[config.mk]
export PLATFORM = sky130hd
export DESIGN_NAME = tracking_error_command_limiter
export DESIGN_NICKNAME = d
export VERILOG_FILES = /design/src/rtl/tecl_pkg.sv /design/src/rtl/tracking_error_command_limiter.sv
export SDC_FILE = /design/constraint.sdc
export NUM_CORES = 2
export LEC_CHECK = 0
export ABC_AREA = 1
export BUFFER_PORTS_ARGS = -buffer_cell sky130_fd_sc_hd__buf_4
export CAP_MARGIN = 25
export CORE_ASPECT_RATIO = 1.75
export CORE_MARGIN = 4
export CORE_UTILIZATION = 45
export CTS_CLUSTER_DIAMETER = 50
export CTS_CLUSTER_SIZE = 10
export DETAILED_ROUTE_END_ITERATION = 8
export RECOVER_POWER = 100
export SYNTH_ARGS = -nofsm -noshare
export SYNTH_HDL_FRONTEND = slang
export SYNTH_SLANG_ARGS = --single-unit
[constraint.sdc]
create_clock -name i_clk -period 37.3 [get_ports i_clk]
set_input_delay 9.325 -clock i_clk [delete_from_list [all_inputs] [get_ports i_clk]]
set_output_delay 9.325 -clock i_clk [all_outputs]
set_load 0.05 [all_outputs]
[src/rtl/tecl_pkg.sv]
// Shared types and constants for the tracking error command limiter.
// No dependencies; imported by the limiter and its port checker.
package tecl_pkg;

    localparam int FRAC_BITS_DEF   = 12;
    localparam int CMD_W           = 16;
    localparam int ERR_W           = 16;
    localparam int LIMIT_W         = 15;
    localparam int MIN_SCALE_W     = 13;
    localparam int CFG_ADDR_W      = 5;
    localparam int CFG_DATA_W      = 32;
    localparam int SMALL_SPEED_LSB = 4;

    localparam logic [LIMIT_W-1:0]     RST_MAX_SPEED     = 15'd2458;
    localparam logic [LIMIT_W-1:0]     RST_MAX_YAW_RATE  = 15'd4915;
    localparam logic [ERR_W-1:0]       RST_SLOWDOWN_ERR  = 16'd819;
    localparam logic [ERR_W-1:0]       RST_STOP_ERR      = 16'd2253;
    localparam logic [MIN_SCALE_W-1:0] RST_MIN_SPD_SCALE = 13'd1024;
    localparam logic [LIMIT_W-1:0]     RST_MIN_EFF_SPEED = 15'd901;

    // register index = byte address / 4
    typedef enum logic [2:0] {
        REG_MAX_SPEED       = 3'd0,
        REG_MAX_YAW_RATE    = 3'd1,
        REG_SLOWDOWN_ERROR  = 3'd2,
        REG_STOP_ERROR      = 3'd3,
        REG_MIN_SPEED_SCALE = 3'd4,
        REG_MIN_EFF_SPEED   = 3'd5
    } t_reg_idx;

    typedef struct packed {
        logic signed [CMD_W-1:0] cmd_speed;
        logic signed [CMD_W-1:0] cmd_yaw_rate;
        logic [ERR_W-1:0]        track_error;
    } t_in_beat;

    typedef struct packed {
        logic signed [CMD_W-1:0] out_speed;
        logic signed [CMD_W-1:0] out_yaw_rate;
    } t_out_beat;

endpackage

[src/rtl/tracking_error_command_limiter.sv]
// Tracking error command limiter: clamps and scales speed / yaw commands.
// Depends on tecl_pkg.
//
// Usage:
//   Input channel (i_in_valid / o_in_stall / i_in_data) carries one command
//   beat: speed, yaw rate and tracking error. Output channel (o_out_valid /
//   i_out_stall / o_out_data) returns one limited beat per input beat, in order.
//   The APB port holds the six limit registers at byte addresses 0x00..0x14;
//   write them only while no beat is in flight.
//   Pipeline: one input stage, one stage per quotient bit of the scale
//   divider, one multiply stage and the output register.
//   Throughput: one beat per cycle while no result is held by i_out_stall;
//   a new beat can enter in every such cycle.
//   Reset (synchronous, active low) empties the pipeline and loads the
//   default limits.
//   Stall: while a result is held with i_out_stall high, the whole pipeline
//   freezes and o_in_stall is raised in the same cycle; nothing is lost or
//   repeated, bubbles are kept.
module tracking_error_command_limiter #(
    parameter int FRAC_BITS = tecl_pkg::FRAC_BITS_DEF
) (
    input  logic                                i_clk,
    input  logic                                i_rst_n,
    input  logic                                i_in_valid,
    output logic                                o_in_stall,
    input  tecl_pkg::t_in_beat                  i_in_data,
    output logic                                o_out_valid,
    input  logic                                i_out_stall,
    output tecl_pkg::t_out_beat                 o_out_data,
    input  logic                                psel,
    input  logic                                penable,
    input  logic                                pwrite,
    input  logic [tecl_pkg::CFG_ADDR_W-1:0]     paddr,
    input  logic [tecl_pkg::CFG_DATA_W-1:0]     pwdata,
    output logic [tecl_pkg::CFG_DATA_W-1:0]     prdata,
    output logic                                pready
);
    import tecl_pkg::*;

    localparam int SW        = (FRAC_BITS > MIN_SCALE_W) ? FRAC_BITS : MIN_SCALE_W;
    localparam int SPW       = LIMIT_W + SW;          // speed product width
    localparam int YPW       = LIMIT_W + FRAC_BITS;   // yaw product width
    localparam int SMW       = SPW + 1 - FRAC_BITS;   // rounded speed magnitude
    localparam int YMW       = YPW + 1 - FRAC_BITS;
    localparam int YAW_FLOOR = ((1 << FRAC_BITS) + 5) / 10;

    localparam logic [SPW:0]     SHALF     = (SPW+1)'(1) << (FRAC_BITS - 1);
    localparam logic [YPW:0]     YHALF     = (YPW+1)'(1) << (FRAC_BITS - 1);
    localparam logic [FRAC_BITS-1:0] YFLOOR_Q = FRAC_BITS'(YAW_FLOOR);
    localparam logic [SMW-1:0]   POS_MAX   = SMW'(32767);
    localparam logic [SMW-1:0]   NEG_MAX   = SMW'(32768);
    localparam logic [SMW-1:0]   SMALL_MAG = SMW'(SMALL_SPEED_LSB);

    typedef struct packed {
        logic                 spd_neg;
        logic [LIMIT_W-1:0]   spd_mag;
        logic                 yaw_neg;
        logic [LIMIT_W-1:0]   yaw_mag;
        logic                 pass;
        logic                 zero;
        logic [ERR_W-1:0]     rem;
        logic [ERR_W-1:0]     den;
        logic [FRAC_BITS-1:0] quo;
    } t_stage;

    typedef struct packed {
        logic                 spd_neg;
        logic [LIMIT_W-1:0]   spd_mag;
        logic                 yaw_neg;
        logic [LIMIT_W-1:0]   yaw_mag;
        logic                 pass;
        logic                 zero;
        logic [SPW-1:0]       sprod;
        logic [YPW-1:0]       yprod;
    } t_mul;

    // ---------------- configuration registers ----------------
    logic [LIMIT_W-1:0]     r_max_speed;
    logic [LIMIT_W-1:0]     r_max_yaw;
    logic [ERR_W-1:0]       r_slow_err;
    logic [ERR_W-1:0]       r_stop_err;
    logic [MIN_SCALE_W-1:0] r_min_scale;
    logic [LIMIT_W-1:0]     r_min_eff;
    t_reg_idx               cfg_idx;

    assign cfg_idx = t_reg_idx'(paddr[CFG_ADDR_W-1:2]);
    assign pready  = 1'b1;

    always_ff @(posedge i_clk) begin
        if (!i_rst_n) begin
            r_max_speed <= RST_MAX_SPEED;
            r_max_yaw   <= RST_MAX_YAW_RATE;
            r_slow_err  <= RST_SLOWDOWN_ERR;
            r_stop_err  <= RST_STOP_ERR;
            r_min_scale <= RST_MIN_SPD_SCALE;
            r_min_eff   <= RST_MIN_EFF_SPEED;
        end else if (psel && penable && pwrite && pready) begin
            case (cfg_idx)
                REG_MAX_SPEED:       r_max_speed <= pwdata[LIMIT_W-1:0];
                REG_MAX_YAW_RATE:    r_max_yaw   <= pwdata[LIMIT_W-1:0];
                REG_SLOWDOWN_ERROR:  r_slow_err  <= pwdata[ERR_W-1:0];
                REG_STOP_ERROR:      r_stop_err  <= pwdata[ERR_W-1:0];
                REG_MIN_SPEED_SCALE: r_min_scale <= pwdata[MIN_SCALE_W-1:0];
                REG_MIN_EFF_SPEED:   r_min_eff   <= pwdata[LIMIT_W-1:0];
                default: ;
            endcase
        end
    end

    always_comb begin
        case (cfg_idx)
            REG_MAX_SPEED:       prdata = CFG_DATA_W'(r_max_speed);
            REG_MAX_YAW_RATE:    prdata = CFG_DATA_W'(r_max_yaw);
            REG_SLOWDOWN_ERROR:  prdata = CFG_DATA_W'(r_slow_err);
            REG_STOP_ERROR:      prdata = CFG_DATA_W'(r_stop_err);
            REG_MIN_SPEED_SCALE: prdata = CFG_DATA_W'(r_min_scale);
            REG_MIN_EFF_SPEED:   prdata = CFG_DATA_W'(r_min_eff);
            default:             prdata = '0;
        endcase
    end

    // ---------------- helpers ----------------
    function automatic logic [LIMIT_W-1:0] f_clamp_mag(logic signed [CMD_W-1:0] v,
                                                      logic [LIMIT_W-1:0] lim);
        logic [CMD_W-1:0] absv;
        absv = v[CMD_W-1] ? CMD_W'(-v) : CMD_W'(v);
        return (absv > CMD_W'(lim)) ? lim : absv[LIMIT_W-1:0];
    endfunction

    // one restoring-division step: one quotient bit
    function automatic t_stage f_div_step(t_stage s);
        t_stage         o;
        logic [ERR_W:0] t;
        logic           ge;
        o  = s;
        t  = {s.rem, 1'b0};
        ge = (t >= {1'b0, s.den});
        o.rem = ge ? ERR_W'(t - {1'b0, s.den}) : t[ERR_W-1:0];
        o.quo = {s.quo[FRAC_BITS-2:0], ge};
        return o;
    endfunction

    function automatic logic signed [CMD_W-1:0] f_signed_sat(logic neg, logic [SMW-1:0] mag);
        logic signed [CMD_W-1:0] res;
        if (neg) begin
            res = (mag >= NEG_MAX) ? 16'sh8000 : CMD_W'(-mag[CMD_W-1:0]);
        end else begin
            res = (mag > POS_MAX) ? 16'sh7FFF : mag[CMD_W-1:0];
        end
        return res;
    endfunction

    // ---------------- pipeline control ----------------
    logic pipe_en;
    assign pipe_en    = !(o_out_valid && i_out_stall);
    assign o_in_stall = !pipe_en;

    // ---------------- stage 0: clamp and classify ----------------
    t_stage n_st [0:FRAC_BITS];
    t_stage r_st [0:FRAC_BITS];
    logic [FRAC_BITS:0] r_st_vld;

    always_comb begin
        logic [ERR_W-1:0] diff;
        diff = r_stop_err - r_slow_err;
        n_st[0].spd_neg = i_in_data.cmd_speed[CMD_W-1];
        n_st[0].spd_mag = f_clamp_mag(i_in_data.cmd_speed, r_max_speed);
        n_st[0].yaw_neg = i_in_data.cmd_yaw_rate[CMD_W-1];
        n_st[0].yaw_mag = f_clamp_mag(i_in_data.cmd_yaw_rate, r_max_yaw);
        n_st[0].pass    = (i_in_data.track_error <= r_slow_err);
        n_st[0].zero    = (i_in_data.track_error >= r_stop_err);
        n_st[0].rem     = r_stop_err - i_in_data.track_error;
        n_st[0].den     = (diff == '0) ? ERR_W'(1) : diff;
        n_st[0].quo     = '0;
    end

    // ---------------- stages 1..FRAC_BITS: scale divider ----------------
    for (genvar k = 1; k <= FRAC_BITS; k++) begin : g_div
        assign n_st[k] = f_div_step(r_st[k-1]);
    end

    always_ff @(posedge i_clk) begin
        if (pipe_en) begin
            for (int k = 0; k <= FRAC_BITS; k++) begin
                r_st[k] <= n_st[k];
            end
        end
    end

    // ---------------- multiply stage ----------------
    t_mul              n_mul;
    t_mul              r_mul;
    logic              r_mul_vld;

    always_comb begin
        logic [SW-1:0]        raw_w;
        logic [SW-1:0]        sscale;
        logic [FRAC_BITS-1:0] yscale;
        raw_w  = SW'(r_st[FRAC_BITS].quo);
        sscale = (raw_w > SW'(r_min_scale)) ? raw_w : SW'(r_min_scale);
        yscale = (r_st[FRAC_BITS].quo > YFLOOR_Q) ? r_st[FRAC_BITS].quo : YFLOOR_Q;
        n_mul.spd_neg = r_st[FRAC_BITS].spd_neg;
        n_mul.spd_mag = r_st[FRAC_BITS].spd_mag;
        n_mul.yaw_neg = r_st[FRAC_BITS].yaw_neg;
        n_mul.yaw_mag = r_st[FRAC_BITS].yaw_mag;
        n_mul.pass    = r_st[FRAC_BITS].pass;
        n_mul.zero    = r_st[FRAC_BITS].zero;
        n_mul.sprod   = SPW'(r_st[FRAC_BITS].spd_mag) * SPW'(sscale);
        n_mul.yprod   = YPW'(r_st[FRAC_BITS].yaw_mag) * YPW'(yscale);
    end

    always_ff @(posedge i_clk) begin
        if (pipe_en) begin
            r_mul <= n_mul;
        end
    end

    // ---------------- round, floor, saturate, output register ----------------
    t_out_beat n_out;
    t_out_beat r_out;
    logic      r_out_vld;

    always_comb begin
        logic [SPW:0]   ssum;
        logic [YPW:0]   ysum;
        logic [SMW-1:0] smag;
        logic [YMW-1:0] ymag;
        ssum = {1'b0, r_mul.sprod} + SHALF;
        ysum = {1'b0, r_mul.yprod} + YHALF;
        smag = ssum[SPW:FRAC_BITS];
        ymag = ysum[YPW:FRAC_BITS];
        // lift slow speeds above SMALL_SPEED_LSB to the minimum effective speed
        if (smag > SMALL_MAG && smag < SMW'(r_min_eff)) begin
            smag = SMW'(r_min_eff);
        end
        if (r_mul.pass) begin
            n_out.out_speed    = f_signed_sat(r_mul.spd_neg, SMW'(r_mul.spd_mag));
            n_out.out_yaw_rate = f_signed_sat(r_mul.yaw_neg, SMW'(r_mul.yaw_mag));
        end else if (r_mul.zero) begin
            n_out.out_speed    = '0;
            n_out.out_yaw_rate = '0;
        end else begin
            n_out.out_speed    = f_signed_sat(r_mul.spd_neg, smag);
            n_out.out_yaw_rate = f_signed_sat(r_mul.yaw_neg, SMW'(ymag));
        end
    end

    always_ff @(posedge i_clk) begin
        if (pipe_en) begin
            r_out <= n_out;
        end
    end

    // valid bits travel with the data
    always_ff @(posedge i_clk) begin
        if (!i_rst_n) begin
            r_st_vld  <= '0;
            r_mul_vld <= 1'b0;
            r_out_vld <= 1'b0;
        end else if (pipe_en) begin
            r_st_vld  <= {r_st_vld[FRAC_BITS-1:0], i_in_valid};
            r_mul_vld <= r_st_vld[FRAC_BITS];
            r_out_vld <= r_mul_vld;
        end
    end

    assign o_out_valid = r_out_vld;
    assign o_out_data  = r_out;

endmodule

==> flow_metrics.tcl <==
set metrics [dict create \
    outcome "finished, violations left" \
    violations "capacitance limit, slew limit" \
    synth_compound_area_frac 0.07865 \
    layout_common_cells "1262 x nand2_1, 1003 x edfxtp_1, 956 x inv_1" \
    antenna_found_initial 1 \
    cts_buffers 138 \
    drt_iter0_markers 2316 \
    min_period_ns 22.35 \
    grt_pass1_vias 44459 \
    grt_pass1_wl_um 233700 \
    synthAdderAreaFrac 0.1752 \
    worst_pin_slew_ns 10.04 \
    worst_setup_path_end_kind "primary output" \
    layout.nets 7167 \
    fin_skew_ns 0.03674 \
    yosys.area_share.xor_xnor 0.03245 \
    rsz0062_at_grt "false" \
    grt.met1_usage 0.1955 \
    min_delay_path_depth 0 \
    synth_area_mm2 0.06343 \
    drive_gt1_frac 0.04690 \
    htreeDepth 4 \
    grt-ovfl-total 0 \
    cts-root-buf "clkbuf_16" \
    grt_max_degree 192 \
    finalHoldViolCount 0 \
    path_depth 4 \
    critPathKind "primary input to primary output" \
    crit_path_cell_trace "clkbuf_4 > nand2_1 > inv_1 > clkbuf_1" \
    clock_latency_ns 0.76 \
    groute.usage.overall 0.2032 \
    grt_busiest_layer "met2" \
    grtUsageMet2 0.3952 \
    hold_class "register to register" \
    portBuffers 123 \
    ios 159 \
    synth_warnings 0 \
    report.final.slew_viol_count 1219 \
    die_h_um 504.7 \
    num_rows 182 \
    finalSetupViolCount 0 \
    cts_sinks 1108 \
    ys_seq_elements 1108 \
    tns_ns 0 \
    synth_cell_types 58 \
    drc 0 \
    cts_tree "yes" \
    worst-path-max-fanout 72 \
    finalCritPeriodShare 0.5991 \
    syn_inst 6193 \
    via_per_inst 5.164 \
    maxCapViolCount 17 \
    met3_usage 0.02820 \
    dr.pass1.iters 6 \
    place_hpwl_um 114500 \
    crit_buf_inv 3 \
    wl_um 149100 \
    crit_slowest_cell "nand2_1" \
    yosysSeqAreaShare 0.5080 \
    cp-start-kind "primary input" \
    area_growth_pct 10.40 \
    max_stage_delay_ns 2.06 \
    min_from "r_st[1][66]" \
    cts_resized 0 \
    r2r-start "o_out_valid" \
    hold_buffers 0 \
    fmax_ghz 0.04475 \
    crit_family "simple AND/OR/NAND/NOR gates" \
    initial_utilization 0.4522 \
    vias 42649 \
    max-slew-margin-rel -5.694 \
    min_to "r_st[1][144]" \
    synth_ff_type "edfxtp_1" \
    core-area_mm2 0.1403 \
    gp_congestion 0.9094 \
    async_flop_share 0 \
    fillers 12850 \
    wl_per_cell_um 18.05 \
    ant_nets 0 \
    synth_top_family_by_area "adder cells" \
    required_ns 27.97 \
    yosys.area_share.simple 0.1376 \
    die_w_um 291.8 \
    postCtsSetupBuffers 0 \
    reg2regPathDepth 6 \
    synth_edf_count 1003 \
    dieArea_mm2 0.1473 \
    worstPathArrival_ns 13.02 \
    path_clk_slew_ns 0.05 \
    cts_buffer_depth 3 \
    muxShareOfSynthArea 0 \
    avgSynthCellArea_um2 10.24 \
    rrSetupSlack_ns 23.32 \
    layout_commonest_cell "nand2_1" \
    reg2reg_to "r_st[1][275]" \
]
==> metrics by stage <==
stage | area [µm²] | utilization | instances | hold WS [ns] | worst slack [ns]
after floorplan | 63490 | - | 6208 | 0.4003 | 14.27
after global placement | 66290 | 0.4726 | 8053 | 0.4003 | 16.90
after detailed placement | 66310 | 0.4727 | 8055 | 0.4045 | 16.90
after CTS | 70390 | 0.5018 | 8256 | 0.4029 | 16.90
after global routing | 70020 | 0.4992 | 8259 | 0.4091 | 13.08
final | 70020 | 0.4992 | 8259 | 0.3960 | 14.95
==> synthesized netlist by cell type, types with 12 or more instances <==
master	number	area [µm²]
edfxtp_1	1003	30120
xnor2_1	91	797.0
xor2_1	144	1261
ha_1	434	5430
dfxtp_1	105	2102
nor2_1	433	1625
a31oi_1	17	106.4
nand2_2	24	150.1
a211oi_1	15	112.6
o21bai_1	12	90.09
nor4_1	12	75.07
nand4_1	41	256.5
a21oi_1	357	1787
o21ai_0	352	1762
o21a_1	14	105.1
o221ai_1	15	131.4
o22ai_1	19	118.9
buf_2	22	110.1
nor3_1	70	350.3
or2_2	13	81.33
inv_1	955	3585
a221oi_1	16	140.1
fa_1	284	5685
o211ai_1	27	202.7
nand2_1	1252	4700
clkbuf_1	94	352.8
nand3_1	228	1141
buf_4	20	150.1
==> layer usage <==
layer / part of all wire / routed length (µm)
met5: 0 / 0
met4: 0.077 / 11440
met2: 0.55 / 82220
met3: 0.039 / 5773
met1: 0.33 / 49630
==> how the worst max path moves through the flow <==
stage / start / slack (ns) / endpoint
6_report: i_out_stall / 14.95 / o_in_stall
5_1_grt: i_out_stall / 13.08 / r_st[1][259]
4_1_cts: paddr[3] / 16.90 / prdata[9]
3_5_place_dp: paddr[3] / 16.90 / prdata[9]
3_3_place_gp: paddr[3] / 16.90 / prdata[9]
2_1_floorplan: i_out_stall / 14.27 / o_out_data[0]
==> state kept, by name, indices dropped and copies added, names as in the netlist, 15 cells and up <==
signal,cells
r_max_speed,15
r_min_eff,15
r_slow_err,16
r_st,904
r_max_yaw,15
r_mul,67
r_stop_err,16
o_out_data,32
==> logic make-up after synthesis <==
group,Yosys count
compound gates,900
xor+xnor,235
fa+ha+maj,718
buf+inv,1114
flops,1108
other cells,2
simple gates,2116
==> layout make-up <==
type                       instances  area (µm²)  share of cell area
timing repair buffer             158       908.4             0.01297
inverter                         965        3622             0.05173
clock buffer                     172        3623             0.05175
sequential                      1108       32220              0.4601
tap                             1840        2302             0.03288
antenna                            1       2.502          0.00003574
multi-input combinational       3986       26890              0.3840
clock inverter                    29       456.7            0.006522
Power is left out: the tool's default activity adds up to more than one toggle a clock period on the data nets, which glitch-free logic cannot reach.
